File: config.mk
export PLATFORM = sky130hd
export DESIGN_NAME = rc_pulse_failsafe_mux_unit
export DESIGN_NICKNAME = d
export VERILOG_FILES = /design/src/rtl/rcpfm_pkg.sv /design/src/rtl/rcpfm_cfg.sv /design/src/rtl/rcpfm_chan.sv /design/src/rtl/rcpfm_sel.sv /design/src/rtl/rc_pulse_failsafe_mux_unit.sv
export SDC_FILE = /design/constraint.sdc
export NUM_CORES = 1
export LEC_CHECK = 0
export ABC_AREA = 1
export BUFFER_PORTS_ARGS = -buffer_cell sky130_fd_sc_hd__clkbuf_2
export CORE_MARGIN = 2
export CORE_UTILIZATION = 50
export DETAILED_ROUTE_END_ITERATION = 16
export PLACE_DENSITY = 0.67
export SYNTH_ARGS = -nofsm -noshare
export SYNTH_HDL_FRONTEND = slang
export SYNTH_HIERARCHICAL = 1
export SYNTH_SLANG_ARGS = --single-unit
export TNS_END_PERCENT = 1
File: constraint.sdc
create_clock -name clk -period 21.7 [get_ports clk]
set_input_delay 1.085 -clock clk [delete_from_list [all_inputs] [get_ports clk]]
set_output_delay 1.085 -clock clk [all_outputs]
set_load 0.02 [all_outputs]
File: src/rtl/rcpfm_pkg.sv
// ----------------------------------------------------------------------------
// rcpfm_pkg
// shared types, register indexes and reset values of the rc failsafe mux
// ----------------------------------------------------------------------------
package rcpfm_pkg;

  // default sizes of the per-channel history and time accumulators
  localparam int HistoryBitsDef = 8;
  localparam int TimeBitsDef    = 20;

  // configuration register widths
  localparam int CfgStepW  = 16;
  localparam int CfgTimeW  = 20;
  localparam int CfgCountW = 4;
  localparam int CfgDataW  = 20;
  localparam int CfgIdxW   = 3;

  // stream payload widths
  localparam int InDataW  = 8;
  localparam int OutDataW = 8;

  // register indexes
  localparam logic [CfgIdxW-1:0] RegTickStep       = 3'd0;
  localparam logic [CfgIdxW-1:0] RegSignalTimeout  = 3'd1;
  localparam logic [CfgIdxW-1:0] RegMinPeriod      = 3'd2;
  localparam logic [CfgIdxW-1:0] RegMaxPeriod      = 3'd3;
  localparam logic [CfgIdxW-1:0] RegMinOn          = 3'd4;
  localparam logic [CfgIdxW-1:0] RegMaxOn          = 3'd5;
  localparam logic [CfgIdxW-1:0] RegValidNeeded    = 3'd6;
  localparam logic [CfgIdxW-1:0] RegManualThresh   = 3'd7;

  // register reset values
  localparam logic [CfgStepW-1:0]  RstTickStep      = 16'd100;
  localparam logic [CfgTimeW-1:0]  RstSignalTimeout = 20'd60000;
  localparam logic [CfgTimeW-1:0]  RstMinPeriod     = 20'd5000;
  localparam logic [CfgTimeW-1:0]  RstMaxPeriod     = 20'd50000;
  localparam logic [CfgTimeW-1:0]  RstMinOn         = 20'd300;
  localparam logic [CfgTimeW-1:0]  RstMaxOn         = 20'd3000;
  localparam logic [CfgCountW-1:0] RstValidNeeded   = 4'd3;
  localparam logic [CfgTimeW-1:0]  RstManualThresh  = 20'd1500;

  // mux selection codes
  typedef enum logic [1:0] {
    SEL_NONE   = 2'd0,
    SEL_MANUAL = 2'd1,
    SEL_AUTO   = 2'd2
  } sel_t;

  typedef struct packed {
    logic [CfgStepW-1:0]  tick_step;
    logic [CfgTimeW-1:0]  signal_timeout;
    logic [CfgTimeW-1:0]  min_period;
    logic [CfgTimeW-1:0]  max_period;
    logic [CfgTimeW-1:0]  min_on;
    logic [CfgTimeW-1:0]  max_on;
    logic [CfgCountW-1:0] valid_needed;
    logic [CfgTimeW-1:0]  manual_threshold;
  } cfg_t;

  // per-channel status toward the selection logic
  typedef struct packed {
    logic rise;        // rising edge closed a pulse this tick
    logic dec;         // countdown stepped down this tick
    logic active_cur;  // countdown at zero before this tick
    logic active_nxt;  // countdown at zero after this tick
    logic above_thr;   // on time above manual threshold
  } chan_evt_t;

endpackage

File: src/rtl/rcpfm_cfg.sv
// ----------------------------------------------------------------------------
// rcpfm_cfg
// configuration register file, write only
// ----------------------------------------------------------------------------
module rcpfm_cfg (
  input  logic                           clk,
  input  logic                           rst_n,
  input  logic                           cfg_wr_en,
  input  logic [rcpfm_pkg::CfgIdxW-1:0]  cfg_index,
  input  logic [rcpfm_pkg::CfgDataW-1:0] cfg_wdata,
  output rcpfm_pkg::cfg_t                cfg
);

  rcpfm_pkg::cfg_t cfg_r;
  rcpfm_pkg::cfg_t cfg_nxt;

  always_comb begin
    cfg_nxt = cfg_r;
    if (cfg_wr_en) begin
      unique case (cfg_index)
        rcpfm_pkg::RegTickStep:
          cfg_nxt.tick_step = cfg_wdata[rcpfm_pkg::CfgStepW-1:0];
        rcpfm_pkg::RegSignalTimeout:
          cfg_nxt.signal_timeout = cfg_wdata[rcpfm_pkg::CfgTimeW-1:0];
        rcpfm_pkg::RegMinPeriod:
          cfg_nxt.min_period = cfg_wdata[rcpfm_pkg::CfgTimeW-1:0];
        rcpfm_pkg::RegMaxPeriod:
          cfg_nxt.max_period = cfg_wdata[rcpfm_pkg::CfgTimeW-1:0];
        rcpfm_pkg::RegMinOn:
          cfg_nxt.min_on = cfg_wdata[rcpfm_pkg::CfgTimeW-1:0];
        rcpfm_pkg::RegMaxOn:
          cfg_nxt.max_on = cfg_wdata[rcpfm_pkg::CfgTimeW-1:0];
        rcpfm_pkg::RegValidNeeded:
          cfg_nxt.valid_needed = cfg_wdata[rcpfm_pkg::CfgCountW-1:0];
        rcpfm_pkg::RegManualThresh:
          cfg_nxt.manual_threshold = cfg_wdata[rcpfm_pkg::CfgTimeW-1:0];
        default: cfg_nxt = cfg_r;
      endcase
    end
  end

  always_ff @(posedge clk) begin
    if (!rst_n) begin
      cfg_r.tick_step        <= rcpfm_pkg::RstTickStep;
      cfg_r.signal_timeout   <= rcpfm_pkg::RstSignalTimeout;
      cfg_r.min_period       <= rcpfm_pkg::RstMinPeriod;
      cfg_r.max_period       <= rcpfm_pkg::RstMaxPeriod;
      cfg_r.min_on           <= rcpfm_pkg::RstMinOn;
      cfg_r.max_on           <= rcpfm_pkg::RstMaxOn;
      cfg_r.valid_needed     <= rcpfm_pkg::RstValidNeeded;
      cfg_r.manual_threshold <= rcpfm_pkg::RstManualThresh;
    end else begin
      cfg_r <= cfg_nxt;
    end
  end

  assign cfg = cfg_r;

endmodule

File: src/rtl/rcpfm_chan.sv
// ----------------------------------------------------------------------------
// rcpfm_chan
// one receiver channel: pin history, on/off time, pulse check, countdown
// ----------------------------------------------------------------------------
module rcpfm_chan #(
  parameter int HISTORY_BITS = rcpfm_pkg::HistoryBitsDef,
  parameter int TIME_BITS    = rcpfm_pkg::TimeBitsDef
) (
  input  logic                 clk,
  input  logic                 rst_n,
  input  logic                 adv,
  input  logic                 level,
  input  logic                 clr_low_on_rise,
  input  rcpfm_pkg::cfg_t      cfg,
  output rcpfm_pkg::chan_evt_t evt
);

  // compare width covers the period sum and the 20-bit register values
  localparam int CmpW = (TIME_BITS >= rcpfm_pkg::CfgTimeW) ?
                        TIME_BITS + 1 : rcpfm_pkg::CfgTimeW + 1;

  logic [HISTORY_BITS-1:0]         hist_r, hist_nxt, hist_new;
  logic [TIME_BITS-1:0]            high_r, high_nxt, high_new;
  logic [TIME_BITS-1:0]            low_r, low_nxt, low_new;
  logic [rcpfm_pkg::CfgCountW-1:0] pend_r, pend_nxt, pend_ld;
  logic [TIME_BITS:0]              acc_in, acc_sum;
  logic [TIME_BITS-1:0]            acc_sat;
  logic [CmpW-1:0]                 period, high_c;
  logic                            rise, fall, pulse_ok, timed_out, dec;

  // one shared saturating adder: only the pin's active accumulator moves
  assign acc_in  = {1'b0, (level ? high_r : low_r)};
  assign acc_sum = acc_in + (TIME_BITS+1)'(cfg.tick_step);
  assign acc_sat = acc_sum[TIME_BITS] ? '1 : acc_sum[TIME_BITS-1:0];

  assign high_new = level ? acc_sat : high_r;
  assign low_new  = level ? low_r : acc_sat;
  assign hist_new = {hist_r[HISTORY_BITS-2:0], level};

  assign rise = (hist_new == HISTORY_BITS'(1));
  assign fall = (hist_new == ~HISTORY_BITS'(1));

  assign timed_out = !level &&
                     (CmpW'(low_new) > CmpW'(cfg.signal_timeout));
  assign pend_ld   = timed_out ? cfg.valid_needed : pend_r;

  assign period   = CmpW'(high_new) + CmpW'(low_new);
  assign high_c   = CmpW'(high_new);
  assign pulse_ok = (period > CmpW'(cfg.min_period)) &&
                    (period < CmpW'(cfg.max_period)) &&
                    (high_c > CmpW'(cfg.min_on)) &&
                    (high_c < CmpW'(cfg.max_on));

  assign dec      = rise && (pend_ld != '0) && pulse_ok;
  assign pend_nxt = dec ? pend_ld - rcpfm_pkg::CfgCountW'(1) : pend_ld;

  assign hist_nxt = hist_new;
  assign high_nxt = rise ? '0 : high_new;
  assign low_nxt  = (fall || (rise && clr_low_on_rise)) ? '0 : low_new;

  always_ff @(posedge clk) begin
    if (!rst_n) begin
      hist_r <= '0;
      high_r <= '0;
      low_r  <= '0;
      pend_r <= rcpfm_pkg::RstValidNeeded;
    end else if (adv) begin
      hist_r <= hist_nxt;
      high_r <= high_nxt;
      low_r  <= low_nxt;
      pend_r <= pend_nxt;
    end
  end

  assign evt.rise       = rise;
  assign evt.dec        = dec;
  assign evt.active_cur = (pend_r == '0);
  assign evt.active_nxt = (pend_nxt == '0);
  assign evt.above_thr  = (high_c > CmpW'(cfg.manual_threshold));

endmodule

File: src/rtl/rcpfm_sel.sv
// ----------------------------------------------------------------------------
// rcpfm_sel
// held mux selection between manual rc and autonomous control
// ----------------------------------------------------------------------------
module rcpfm_sel (
  input  logic                 clk,
  input  logic                 rst_n,
  input  logic                 adv,
  input  rcpfm_pkg::chan_evt_t evt_a,
  input  rcpfm_pkg::chan_evt_t evt_b,
  output rcpfm_pkg::sel_t      sel_nxt
);

  rcpfm_pkg::sel_t sel_r;

  // later rules override earlier ones, in channel order
  always_comb begin
    sel_nxt = sel_r;
    if (evt_a.rise && evt_a.dec && evt_a.active_nxt && !evt_b.active_cur) begin
      sel_nxt = rcpfm_pkg::SEL_MANUAL;
    end
    if (evt_b.rise && evt_b.active_nxt) begin
      sel_nxt = evt_b.above_thr ? rcpfm_pkg::SEL_MANUAL : rcpfm_pkg::SEL_AUTO;
    end
    if (!evt_a.active_nxt && !evt_b.active_nxt) begin
      sel_nxt = rcpfm_pkg::SEL_AUTO;
    end
  end

  always_ff @(posedge clk) begin
    if (!rst_n) begin
      sel_r <= rcpfm_pkg::SEL_NONE;
    end else if (adv) begin
      sel_r <= sel_nxt;
    end
  end

endmodule

File: src/rtl/rc_pulse_failsafe_mux_unit.sv
// ----------------------------------------------------------------------------
// rc_pulse_failsafe_mux_unit
// path: an accepted request waits in the input stage, then goes to the result
//   register; throughput: 1 request per cycle unless out_tready stalls it;
//   state update is one pass through the per-channel add and window compares
// reset: synchronous active low; clears the pipeline, loads register defaults
// ----------------------------------------------------------------------------
module rc_pulse_failsafe_mux_unit #(
  parameter int HISTORY_BITS = rcpfm_pkg::HistoryBitsDef,
  parameter int TIME_BITS    = rcpfm_pkg::TimeBitsDef
) (
  input  logic                           clk,
  input  logic                           rst_n,
  // input stream
  input  logic                           in_tvalid,
  output logic                           in_tready,
  input  logic [rcpfm_pkg::InDataW-1:0]  in_tdata,   // [0] ch1_level, [1] ch3_level
  // result stream
  output logic                           out_tvalid,
  input  logic                           out_tready,
  output logic [rcpfm_pkg::OutDataW-1:0] out_tdata,  // [1:0] mux_select,
                                                     // [2] ch1_active, [3] ch3_active
  // configuration writes
  input  logic                           cfg_wr_en,
  input  logic [rcpfm_pkg::CfgIdxW-1:0]  cfg_index,
  input  logic [rcpfm_pkg::CfgDataW-1:0] cfg_wdata
);

  rcpfm_pkg::cfg_t      cfg;
  rcpfm_pkg::chan_evt_t evt_a, evt_b;
  rcpfm_pkg::sel_t      sel_nxt;

  // input stage: holds one sampled tick
  logic       in_vld_r;
  logic       lvl_a_r, lvl_b_r;
  // result stage
  logic                           out_vld_r;
  logic [rcpfm_pkg::OutDataW-1:0] out_data_r;
  logic                           adv;

  // a tick moves from the input stage into the result register (and the
  // channel state updates) whenever the result register is free or drains
  assign adv       = in_vld_r && (!out_vld_r || out_tready);
  // input stage takes a new request when empty or when it advances
  assign in_tready = !in_vld_r || adv;

  always_ff @(posedge clk) begin
    if (!rst_n) begin
      in_vld_r <= 1'b0;
    end else if (in_tready) begin
      in_vld_r <= in_tvalid;
    end
  end

  // payload, no reset needed
  always_ff @(posedge clk) begin
    if (in_tready && in_tvalid) begin
      lvl_a_r <= in_tdata[0];
      lvl_b_r <= in_tdata[1];
    end
  end

  rcpfm_cfg u_cfg (
    .clk       (clk),
    .rst_n     (rst_n),
    .cfg_wr_en (cfg_wr_en),
    .cfg_index (cfg_index),
    .cfg_wdata (cfg_wdata),
    .cfg       (cfg)
  );

  // channel 1: rising edge clears only the on time
  rcpfm_chan #(
    .HISTORY_BITS (HISTORY_BITS),
    .TIME_BITS    (TIME_BITS)
  ) u_chan_a (
    .clk             (clk),
    .rst_n           (rst_n),
    .adv             (adv),
    .level           (lvl_a_r),
    .clr_low_on_rise (1'b0),
    .cfg             (cfg),
    .evt             (evt_a)
  );

  // channel 3: rising edge clears both on and off time
  rcpfm_chan #(
    .HISTORY_BITS (HISTORY_BITS),
    .TIME_BITS    (TIME_BITS)
  ) u_chan_b (
    .clk             (clk),
    .rst_n           (rst_n),
    .adv             (adv),
    .level           (lvl_b_r),
    .clr_low_on_rise (1'b1),
    .cfg             (cfg),
    .evt             (evt_b)
  );

  rcpfm_sel u_sel (
    .clk     (clk),
    .rst_n   (rst_n),
    .adv     (adv),
    .evt_a   (evt_a),
    .evt_b   (evt_b),
    .sel_nxt (sel_nxt)
  );

  // result register: state after this tick
  always_ff @(posedge clk) begin
    if (!rst_n) begin
      out_vld_r <= 1'b0;
    end else if (adv) begin
      out_vld_r <= 1'b1;
    end else if (out_tready) begin
      out_vld_r <= 1'b0;
    end
  end

  always_ff @(posedge clk) begin
    if (adv) begin
      out_data_r <= {4'b0000, evt_b.active_nxt, evt_a.active_nxt, sel_nxt};
    end
  end

  assign out_tvalid = out_vld_r;
  assign out_tdata  = out_data_r;

endmodule
==> impl_metrics.csv <==
group,metric,value,unit
pwr,power_density,61.9,nW/um^2
critical_path,max_stage_delay,0.59,ns
global_route,grt_pass1_wl,111000,um
drt,wirelength,72900,um
hold_path,holdPathStages,2,
final_layout,area_delta_synth_final,8.27,%
clock_tree,htree_levels,1,
critical_path,slowest_stage,"nor2_2",
critical_path,cp_common_cell,"nand2_1",
critical_path,cp.required,22.05,ns
critical_path,critPathLaunchType,"flop",
sta,clock_skew,0.0149,ns
pwr,p_comb_frac,0.241,
floorplanning,die_area,44100,sq um
floorplanning,initial_core_util,0.506,
clock_tree,cts_max_path_buffers,3,
clock_tree,clock_latency,0.60,ns
pwr,p_switching,475,uW
floorplanning,coreArea,41900,sq um
placement,io_buffers,35,
sta,fmax,0.106,GHz
sta,worst_hold_slack,0.456,ns
pwr,pwr-share-clk,0.408,
synthesis,netlist_area,21200,sq um
pwr,leakagePower,0.0115,uW
clock_tree,cts_setup_buffers,0,
global_route,grt_max_degree,98,
final_layout,fillers,4170,
floorplanning,io_pins,46,
sta,setup_tns,0,ns
final_layout,drive_gt1_frac,0.0570,
hold_path,hold_class,"reg -> reg",
global_route,grt_overflow,0,
job,maxCapViolCount,0,
sta,worst_slew_pin_slew,1.17,ns
drt,drc,0,
sta,period_needed,9.41,ns
drt,postRouteAntennaNets,0,
critical_path,r2r_cells,50,
drt,dr.pass1.iters,8,
global_route,first_global_vias,19900,
floorplanning,rows,75,
sta,slew_viol_final,0,
drt,drtIter0Drc,2068,
clock_tree,numCtsBuffers,31,
clock_tree,cts_root_buf,"clkbuf_16",
placement,dp_hpwl,57000,um
pwr,p_seq_frac,0.351,
sta,setup_viol,0,
global_route,grt.total_usage,0.325,
sta,post-route-period-util,0.433,
clock_tree,ctsHoldBuffers,0,
placement,gp_congestion,0.992,
sta,maxSlewHeadroom,0.221,
pwr,p_int,947,uW
clock_tree,ctsResizeCount,0,
clock_tree,cts_tree,"done",
sta,rsz0062_at_grt,"no",
synthesis,syn_inst,3358,
pwr,swShare,0.334,
synthesis,ys_warn_count,6,
final_layout,antenna-diode-count,0,
floorplanning,die_h,210,um
pwr,vdd_drop_max,0.0000576,V
sta,hold_viol_final,0,
outcome,status,"finished, final reports clean",
critical_path,crit_type,"reg -> reg",
drt,avgRoutedWirePerCell,18.7,um
final_layout,seq_area,5100,sq um
clock_tree,cts_sinks,252,
drt,via_count,21700,
critical_path,path_max_fanout,76,
placement,place_ws,12.33,ns
global_route,antenna_found_initial,0,
drt,vias_per_cell,5.56,
final_layout,multiInputGateArea,13900,sq um
critical_path,end_kind,"flop",
critical_path,arrival,9.76,ns
sta,setup_slack,12.29,ns
floorplanning,die_x,210,um
synthesis,avgSynthCellArea,6.32,sq um
final_layout,nNetsFinal,3676,
clock_tree,clkTransAtPathRegs,0.06,ns
[critical path: cells and delay by family, from the launching register on]
kind / cells / cell delay (ns)
AO/OA/AOI/OAI: 8 / 1.52
XOR/XNOR: 1 / 0.29
adder cells (fa/ha/maj): 4 / 1.46
buffers and inverters: 5 / 1.54
flip-flops: 1 / 0.32
AND/OR/NAND/NOR: 32 / 4.00
[layer usage]
metal / track usage / vias to the layer above / wire length, um
met4: 0.171 / 0 / 4390
met5: 0 / - / 0
met1: 0.425 / 9973 / 31300
met3: 0.0490 / 161 / 5540
met2: 0.521 / 835 / 31700
li1: - / 10800 / -
[final cells by class]
class / count / share of cell area
multi-input cells: 2524 / 0.605
clock buffers: 41 / 0.0399
inverters: 476 / 0.0778
clock inverters: 16 / 0.00975
well taps: 539 / 0.0294
flip-flops and latches: 252 / 0.222
repair buffers: 61 / 0.0162
[state kept, by name, indices dropped and copies added (netlist names)]
| name | cells |
|---|---|
| u_cfg/cfg | 140 |
| u_chan_a/high_r | 20 |
| u_chan_a/low_r | 20 |
| u_chan_b/high_r | 20 |
| u_chan_b/low_r | 20 |
| u_chan_a/hist_r | 7 |
| u_chan_b/hist_r | 7 |
| out_tdata | 4 |
| u_chan_a/pend_r | 4 |
| u_chan_b/pend_r | 4 |
| u_sel/sel_r | 2 |
| in_vld_r | 1 |
| lvl_a_r | 1 |
| lvl_b_r | 1 |
| out_tvalid | 1 |
[cell usage in the layout (no fill, tap or decap), types with 6 or more instances in the layout]
master / count
conb_1: 6
clkinv_1: 6
nand2_2: 9
o21ai_1: 41
a21oi_1: 254
a31oi_1: 12
inv_1: 461
nand2_1: 985
clkbuf_2: 34
nor2_1: 351
nor2_2: 12
dfxtp_1: 246
a211oi_1: 9
clkbuf_8: 6
o21ai_0: 108
or2_2: 11
nand3_2: 11
o21a_1: 11
nor3_1: 18
or2_1: 6
o21bai_1: 9
o211ai_1: 8
edfxtp_1: 6
xnor2_1: 20
a21o_1: 9
ha_1: 290
clkbuf_16: 33
inv_2: 9
nand4_1: 44
nor4_1: 10
nand3_1: 218
xor2_1: 21
buf_4: 27
[power groups by stage]
| stage | Combinational [uW] | Sequential, uW | Clock, uW |
|---|---|---|---|
| final | 342 | 499 | 580 |
| after global routing | 384 | 501 | 602 |
| after detailed placement | 335 | 508 | 0 |
| after global placement | 323 | 508 | 0 |
| after floorplan | 239 | 501 | 0 |
| after CTS | 337 | 498 | 588 |
[through the flow]
| step | cells | util | power, uW | instance area [sq um] |
|---|---|---|---|---|
| 2_1_floorplan | 3362 | - | 739 | 21200 |
| 3_3_place_gp | 3852 | 0.521 | 832 | 21800 |
| 3_5_place_dp | 3852 | 0.521 | 844 | 21800 |
| 4_1_cts | 3909 | 0.548 | 1420 | 23000 |
| 5_1_grt | 3909 | 0.548 | 1490 | 23000 |
| 6_report | 3909 | 0.548 | 1420 | 23000 |
[worst paths after layout]
kind | start | end | slack, ns
worst max-delay path | lvl_a_r$_DFFE_PP_ | out_tdata[1]$_DFFE_PP_ | 12.29
worst min-delay path | u_cfg/cfg[10]$_SDFFE_PN1P_ | u_cfg/cfg[10]$_SDFFE_PN1P_ | 0.46
worst min register to register | u_cfg/cfg[10]$_SDFFE_PN1P_ | u_cfg/cfg[10]$_SDFFE_PN1P_ | 0.46
worst max register to register | lvl_a_r$_DFFE_PP_ | out_tdata[1]$_DFFE_PP_ | 12.29
Power figures use the tool's default switching activity.
